[config.mk]
export PLATFORM = sky130hd
export DESIGN_NAME = crcbh_cell
export DESIGN_NICKNAME = d
export VERILOG_FILES = /design/src/crcbh_pkg.sv /design/src/crcbh_cell.sv
export SDC_FILE = /design/constraint.sdc
export NUM_CORES = 1
export LEC_CHECK = 0
export BUFFER_PORTS_ARGS = -buffer_cell sky130_fd_sc_hd__buf_4
export CAP_MARGIN = 5
export CELL_PAD_IN_SITES_DETAIL_PLACEMENT = 1
export CELL_PAD_IN_SITES_GLOBAL_PLACEMENT = 2
export CORE_AREA = 2 2 323 325
export DETAILED_ROUTE_END_ITERATION = 16
export DIE_AREA = 0 0 325 327
export PLACE_DENSITY_LB_ADDON = 0.1
export SLEW_MARGIN = 10
export SYNTH_ARGS = -nofsm -noshare
export SYNTH_HDL_FRONTEND = slang
export SYNTH_SLANG_ARGS = --single-unit
[constraint.sdc]
create_clock -name aclk -period 11.3 [get_ports aclk]
set_input_delay 0.565 -clock aclk [delete_from_list [all_inputs] [get_ports aclk]]
set_output_delay 0.565 -clock aclk [all_outputs]
set_load 0.01 [all_outputs]
[src/crcbh_pkg.sv]
`timescale 1ns / 1ps

package crcbh_pkg;

    // Reflected Castagnoli polynomial and the starting value of every hash.
    localparam logic [31:0] CRC_POLY  = 32'h82F6_3B78;
    localparam logic [31:0] HASH_SEED = 32'h0000_01FF;

    // One input word carries six 64-bit fields, 48 bytes in all.
    localparam int FIELD_W    = 64;
    localparam int NUM_FIELDS = 6;
    localparam int DATA_W     = FIELD_W * NUM_FIELDS;
    localparam int NUM_BYTES  = DATA_W / 8;

    typedef logic [31:0]       crc_t;
    typedef logic [DATA_W-1:0] blk_data_t;

    // Advance the reflected CRC by one byte, one polynomial step per bit.
    function automatic crc_t crc_byte(input crc_t crc_in, input logic [7:0] data_byte);
        crc_t acc;
        acc = crc_in ^ {24'h0, data_byte};
        for (int b = 0; b < 8; b++) begin
            if (acc[0]) begin
                acc = (acc >> 1) ^ CRC_POLY;
            end else begin
                acc = acc >> 1;
            end
        end
        return acc;
    endfunction

endpackage

[src/crcbh_cell.sv]
`timescale 1ns / 1ps

module crcbh_cell (
    input  logic               aclk,
    input  logic               aresetn,
    input  logic               in_valid,
    output logic               in_ready,
    input  crcbh_pkg::crc_t    in_crc,
    input  crcbh_pkg::blk_data_t in_data,
    output logic               out_valid,
    input  logic               out_ready,
    output crcbh_pkg::crc_t    out_crc,
    output crcbh_pkg::blk_data_t out_data
);
    import crcbh_pkg::*;

    logic      valid_reg;
    logic      valid_next;
    crc_t      crc_reg;
    crc_t      crc_next;
    blk_data_t data_reg;
    blk_data_t data_next;
    logic      load;

    // The cell takes a new word when it is empty or its neighbor takes the current one.
    assign in_ready = !valid_reg || out_ready;
    assign load     = in_valid && in_ready;

    // Fold the lowest byte into the CRC and move the remaining bytes down.
    always_comb begin
        valid_next = valid_reg;
        crc_next   = crc_reg;
        data_next  = data_reg;
        if (in_ready) begin
            valid_next = in_valid;
        end
        if (load) begin
            crc_next  = crc_byte(in_crc, in_data[7:0]);
            data_next = in_data >> 8;
        end
    end

    // Valid is control state; the CRC and data ride along without reset.
    always_ff @(posedge aclk) begin
        if (!aresetn) begin
            valid_reg <= 1'b0;
        end else begin
            valid_reg <= valid_next;
        end
    end

    always_ff @(posedge aclk) begin
        crc_reg  <= crc_next;
        data_reg <= data_next;
    end

    assign out_valid = valid_reg;
    assign out_crc   = crc_reg;
    assign out_data  = data_reg;

    // A word held by a stalled neighbor keeps its CRC.
    assert property (@(posedge aclk) disable iff (!aresetn)
        (out_valid && !out_ready) |=> (out_valid && $stable(out_crc)))
        else $error("crcbh_cell: held CRC changed under stall");

    // An empty cell always accepts.
    assert property (@(posedge aclk) disable iff (!aresetn)
        !out_valid |-> in_ready)
        else $error("crcbh_cell: empty cell refused a word");

    // A loaded word shows up in the next cycle.
    assert property (@(posedge aclk) disable iff (!aresetn)
        load |=> out_valid)
        else $error("crcbh_cell: accepted word lost");

endmodule

# After elaboration in Yosys (flattened, before gate mapping)
# Index checks and enable logic that the tools add are counted.
[totals]
out_inout_bits = 418
ff_bits = 409
[op_classes]
n_mux = 15
n_bitwise = 9
n_reduce_logical = 3
[op_table]
columns = ["operator", "n"]
rows = [
  ["$mux 32", 14],
  ["$not 16->17", 8],
  ["$xor 32x8->32", 1],
  ["$mux 26", 1],
  ["$logic_and 1x1->1", 1],
  ["$logic_not 1->1", 1],
  ["$logic_or 1x1->1", 1],
]

# Longest topological paths before layout
# Gate-level depths: netlist (run 1).
[depth]
ltp_word = 24
depth_mapped = 6
depth_no_buf = 6

# Least setup slack after synthesis (run 1)
# Ideal clock, no wire load.
[synth_timing]
path_type = "input-to-reg"
startpoint = "input port out_ready"
endpoint = "register crc_reg[0], in the netlist out_crc[0] (enable)"
setup_slack_ns = 0.455
stages = 2
n_path_buf = 0
arrival_ns = 10.019
required_ns = 10.474
path_cell_list = "nand2b_1 and2_1"
[synth_between]
elab_chain_len = 2
[synth_lines]
columns = ["item", "line_no", "rtl"]
rows = [
  ["from (decl)", "crcbh_cell.sv:11", "input logic out_ready,"],
  ["$logic_or 1x1->1", "crcbh_cell.sv:26", "assign in_ready = !valid_reg || out_ready;"],
  ["$logic_and 1x1->1", "crcbh_cell.sv:27", "assign load = in_valid && in_ready;"],
  ["via load", "crcbh_cell.sv:23", "logic load;"],
  ["to (signal assigned)", "crcbh_cell.sv:53", "crc_reg <= crc_next;"],
  ["to (decl)", "crcbh_cell.sv:19", "crc_t crc_reg;"],
]
# The timed path passes the listed nets, and every way through them passes these cells.
# A chain may end at the register's enable or synchronous reset.

# Worst setup path after layout (run 1)
[layout_timing]
startpoint = "register valid_reg, in the netlist out_valid"
endpoint = "register data_reg[242], in the netlist out_data[242] (enable)"
[layout_between]
elab_chain_len = 3
[layout_lines]
columns = ["item", "line_no", "rtl"]
rows = [
  ["from (decl)", "crcbh_cell.sv:17", "logic valid_reg;"],
  ["from (signal assigned)", "crcbh_cell.sv:48", "valid_reg <= valid_next;"],
  ["$logic_not 1->1", "crcbh_cell.sv:26", ""],
  ["$logic_or 1x1->1", "crcbh_cell.sv:26", ""],
  ["$logic_and 1x1->1", "crcbh_cell.sv:27", ""],
  ["via load", "crcbh_cell.sv:23", ""],
  ["to (signal assigned)", "crcbh_cell.sv:54", "data_reg <= data_next;"],
  ["to (decl)", "crcbh_cell.sv:21", "blk_data_t data_reg;"],
]
# The timed path passes the listed nets, and every way through them passes these cells.

==> results of run 1 <==
-- cell families after synthesis --
group           Yosys count  synth area share [%]
flops                   409                  92.3
xor+xnor                 76                  6.92
buf+inv                  12                 0.565
simple gates              2                0.0942
compound gates            1                0.0565
other cells               1                0.0282
-- power by group --
group | total, µW | switching, µW | leakage (µW) | internal [µW]
combinational | 560 | 263 | 0.00444 | 297
clock | 1640 | 685 | 0.000801 | 952
sequential | 1850 | 33.2 | 0.00396 | 1820
total | 4050 | 981 | 0.00920 | 3070
-- state kept, by name, summed over array words and instances (netlist names) --
register and flops:
out_data 376, out_crc 32, out_valid 1
-- worst max path at each step --
stage / from / endpoint / slack (ns) / cells after the start
2_1_floorplan: out_ready / out_crc[0]$_DFFE_PP_ / 0.46 / 2
3_3_place_gp: out_ready / out_data[21]$_DFFE_PP_ / 7.65 / 5
3_5_place_dp: out_ready / out_data[353]$_DFFE_PP_ / 7.64 / 5
4_1_cts: out_valid$_SDFFE_PN0N_ / out_data[21]$_DFFE_PP_ / 7.97 / 4
5_1_grt: out_valid$_SDFFE_PN0N_ / out_data[233]$_DFFE_PP_ / 7.79 / 4
6_report: out_valid$_SDFFE_PN0N_ / out_data[242]$_DFFE_PP_ / 8.07 / 4
-- cell type report --
type | instances | share of cell area [%]
Sequential cell | 409 | 53.5
Timing Repair Buffer | 834 | 27.4
Tap cell | 1380 | 7.53
Clock buffer | 77 | 6.46
Multi-Input combinational cell | 87 | 4.24
Clock inverter | 23 | 0.753
Inverter | 4 | 0.0655
Antenna cell | 4 | 0.0437
-- layout by cell type, fill, tap and decap left out, drive strengths merged --
cell type / netlist / routed
buf: 8 / 834
edfxtp: 408 / 408
clkbuf: 0 / 77
xnor2: 51 / 51
clkinv: 0 / 20
xor2: 15 / 15
xnor3: 10 / 10
conb: 1 / 8
inv: 4 / 5
diode: 0 / 4
bufinv: 0 / 2
nand2b: 1 / 1
and2: 1 / 1
a21boi: 1 / 1
dfxtp: 1 / 1
-- routing by layer --
metal | share of wire [%] | vias to the layer above
met5 | 0.099 | -
met2 | 58 | 420
li1 | - | 3755
met1 | 30 | 4147
met3 | 10 | 77
met4 | 2.2 | 8
-- cells in the mapped netlist --
library cell / n / area, µm²
a21boi_0: 1 / 7.51
and2_1: 1 / 6.26
buf_4: 8 / 60.1
conb_1: 1 / 3.75
dfxtp_1: 1 / 20.0
edfxtp_1: 408 / 12300
inv_1: 3 / 11.3
inv_2: 1 / 3.75
nand2b_1: 1 / 6.26
xnor2_1: 44 / 385
xnor2_2: 5 / 81.3
xnor2_4: 2 / 55.1
xnor3_1: 10 / 225
xor2_1: 11 / 96.3
xor2_2: 3 / 48.8
xor2_4: 1 / 27.5
-- through the flow --
step                      hold WS (ns)  instances  util, %
final                            0.113       2818     22.3
after global routing            0.0558       2816     22.3
after CTS                       0.0345       2814     22.3
after detailed placement         0.547       2714     20.7
after global placement           0.545       2714     20.7
after floorplan                  0.610        508        -
==> out/results.ini, run 1 <==
[outcome]
outcome=finished, final reports clean

[timing]
slew-limit-headroom_pct=35.2
period_needed_ns=3.23
rsz0062_at_grt=no
tightest_slew_ns=0.972
period_share_pct=28.6
setup_slack_ns=8.07
finalMaxSlewViolations=0
fin_setup_tns_ns=0
final-setup-viol-count=0
fmax_mhz=310
fin_skew_ns=0.0190
finalHoldViolCount=0

[worst_setup_path]
critical_path.max_fanout=66
end_kind=flop
startpoint_type=flop
arrival_ns=3.46
criticalPathCategory=flop to flop
r2r_start=out_valid$_SDFFE_PN0N_
cp.required_ns=11.53
slowest_delay_ns=0.84
crit_family=buffers and inverters
crit_slowest_cell=buf_4
r2r-end=out_data[242]$_DFFE_PP_
r2r_slack_ns=8.07
crit_buf_inv=2
crit_top_cell=buf_4
reg2regPathDepth=4
cp_cell_sequence=nand2b_1, and2_4, buf_4, buf_4

[clock_network]
cts_tree=done
numCtsBuffers=55
clk_latency_ns=0.62
root_buffer=clkbuf_16
htreeDepth=2
cts_setup_buffers=0
clock-sinks=409
cts_hold_buf=0
clk_path_buf_depth=3
clkTransAtPathRegs_ns=0.06
post_cts_resized=0

[floorplanning]
start_util_pct=12.9
fp-row-count=118
dieArea_um2=106000
design.core.area_um2=103000
die_x_um=325
die_h_um=327
io_pins=838

[logic_synthesis]
ys_ff_latch=409
ys_warn_count=0
seq_area_frac_synth_pct=92.3
synth_area_um2=13300
synth.avg_cell_area_um2=26.5
synth_cell_types=16
synthCells=501

[global_route]
grt_pass1_vias=9144
grt-busiest-layer=met2
antenna_found_initial=6
met2_usage_pct=20.5
grt_pass1_wl_um=76500
overflow=0
grt_max_degree=147
met1_usage_pct=8.91
grtUsageTotal_pct=10.4
use_met3_pct=5.04

[min_path]
min_path_cells=1
holdCritStartpoint=in_data[224]
min_to=out_data[216]$_DFFE_PP_
min-delay-path-class=input pin to flop

[route]
dr.pass1.iters=4
wl_per_cell_um=20.5
via_count=8407
via_per_inst=2.98
drc=0
drt-total-wl_um=57800
drt_iter0_drc=272
ant_nets=0

[run]
maxCapViolations=0

[placement]
place_congestion=0.741
hpwl_um=45900
io_buffers=829
placedInstanceArea_um2=21300
pre_cts_ws_ns=7.64

[cells_and_area]
final_area_um2=22900
regArea_um2=12300
syn2layout_area_growth_pct=72.5
multi_input_comb_area_um2=972
fill_cells=11300
nets=1811
drive_above_1_share_pct=63.7

[power_and_ir_drop]
design_power_total_uw=4050
power_leakage_uw=0.00920
ir_worst_vdd_uv=93.1
p_per_area_nw_per_um2=177

No activity file was read; power rests on OpenSTA's default activity.
==> inputs of run 2 (changes only) <==
==> constraint.sdc (replaced) <==
create_clock -name aclk -period 2.75 [get_ports aclk]
set_input_delay 0.1375 -clock aclk [delete_from_list [all_inputs] [get_ports aclk]]
set_output_delay 0.1375 -clock aclk [all_outputs]
set_load 0.01 [all_outputs]
==> run 2 against run 1 <==
Compared with the run above: non-clock buffer count up 423; count of clock-buffer cells in the layout down 10; sequential share of layout area down 8.3 points; utilization up 4.1 points; clock skew down 0.0012 ns; combinational power rose to 5.2 times the previous value; register-to-register slack worse by 7.0 ns; worst setup slack worse by 7.7 ns; critical endpoint is now out_crc[9]$_DFFE_PP_; largest power group unchanged.
==> out/results.ini, run 2 (synthesis gave the netlist of run 1 again) <==
[global_route]
grt_pass1_vias=11500
grtUsageTotal_pct=11.4
grt_pass1_wl_um=85900
overflow=0
antenna_found_initial=3
grt_max_degree=72

[worst_setup_path]
criticalPathCategory=input pin to flop
startpoint_type=input pin
critical_path.max_fanout=5
arrival_ns=2.75
cp.required_ns=3.11
end_kind=flop

[route]
drt_iter0_drc=312
via_count=10000
ant_nets=0
via_per_inst=3.09
drt-total-wl_um=62500
drc=0
wl_per_cell_um=19.3
dr.pass1.iters=4

[clock_network]
clk_path_buf_depth=3
cts_tree=done
clk_latency_ns=0.62
numCtsBuffers=54
clkTransAtPathRegs_ns=0.06
root_buffer=clkbuf_16
clock-sinks=409
post_cts_resized=0
htreeDepth=2

[run]
maxCapViolations=0

[cells_and_area]
fill_cells=11200
layout.cells.most_common=buf_4
fin_util_pct=26.4
mostFrequentLayoutCells=buf_4 (847), edfxtp_1 (408), dlygate4sd3_1 (404)
nets=2233
syn2layout_area_growth_pct=104
largest_reg_flops=376
layout.cells.non_filler=3232
drive_above_1_share_pct=50.6

[floorplanning]
fp-row-count=118
die_x_um=325
dieArea_um2=106000
io_pins=838
die_h_um=327
design.core.area_um2=103000
start_util_pct=12.9

[timing]
finalMaxSlewViolations=0
period_share_pct=86.9
holdWs_ns=0.0887
final-setup-viol-count=0
period_needed_ns=2.39
fin_setup_tns_ns=0
slew-limit-headroom_pct=55.3
finalHoldViolCount=0
fin_skew_ns=0.0178
tightest_slew_ns=0.666
fmax_mhz=418
rsz0062_at_grt=no

[power_and_ir_drop]
p_per_area_nw_per_um2=635
clockPowerShare_pct=39.0
swShare_pct=24.5
comb_power_share_pct=16.8
power_leakage_uw=0.0110
seqPwrFrac_pct=44.3
p_int_uw=13000
design_power_total_uw=17200
ir_worst_vdd_uv=370
power.switching_uw=4210

[outcome]
outcome=finished, final reports clean

[placement]
place_congestion=0.743
io_buffers=829
hpwl_um=48700
dp.cells=2733

[min_path]
min-delay-path-class=input pin to flop

## run 2: what timing repair did
action,4_1_cts,5_1_grt
hold buffers,404,0
endpoints found under the hold margin,401,0
setup buffers,0,0
## run 2: area by class of cell
| class | count | area (µm²) | area share (%) |
|---|---|---|---|
| sequential | 409 | 12300 | 45.2 |
| clock buffer | 67 | 1420 | 5.24 |
| clock inverter | 27 | 199 | 0.733 |
| timing repair buffer | 1257 | 10500 | 38.8 |
| inverter | 4 | 15.0 | 0.0553 |
| tap | 1380 | 1730 | 6.36 |
| multi-input combinational | 87 | 980 | 3.61 |
| antenna | 1 | 2.50 | 0.00922 |
## run 2: path summary, 6_finish.rpt
path                                        startpoint                 endpoint  slack, ns  cells after the start
worst max register to register  out_valid$_SDFFE_PN0N_  out_data[131]$_DFFE_PP_       1.03                      4
worst max-delay path                         in_crc[2]     out_crc[9]$_DFFE_PP_       0.36                      8
worst min-delay path                         in_crc[1]    out_crc[24]$_DFFE_PP_       0.09                      3
worst min register to register  out_valid$_SDFFE_PN0N_  out_data[336]$_DFFE_PP_       0.84                      2
## run 2: power groups by stage
stage               clock (µW)  sequential [µW]  combinational [µW]
floorplan                    0             8000                 630
global placement             0             7760                2440
detailed placement           0             7760                2450
CTS                       7090             7640                2990
global route              7270             7680                3110
finish                    6710             7630                2890
## run 2: per-layer routing
| metal | global-route usage, % | share of wire [%] | vias to the layer above |
|---|---|---|---|
| li1 | - | - | 4579 |
| met1 | 10.7 | 32 | 4902 |
| met2 | 22.4 | 57 | 427 |
| met3 | 4.19 | 7.8 | 91 |
| met4 | 3.67 | 2.8 | 4 |
| met5 | 0 | 0.034 | - |
## run 2: worst max-delay path: stages
cell and delay, ns:
dlygate4sd3_1 0.53, buf_4 0.14, xnor2_2 0.13, dlygate4sd3_1 0.57
buf_4 0.14, inv_1 0.06, xnor2_1 0.54, xnor3_1 0.50
## run 2: metrics by stage
stage                     cell area [µm²]  setup slack (ns)
final                               27100             0.360
after global placement              21500             0.360
after global routing                27100             0.250
after floorplan                     13300            -0.958
after CTS                           27100             0.409
after detailed placement            21500             0.396
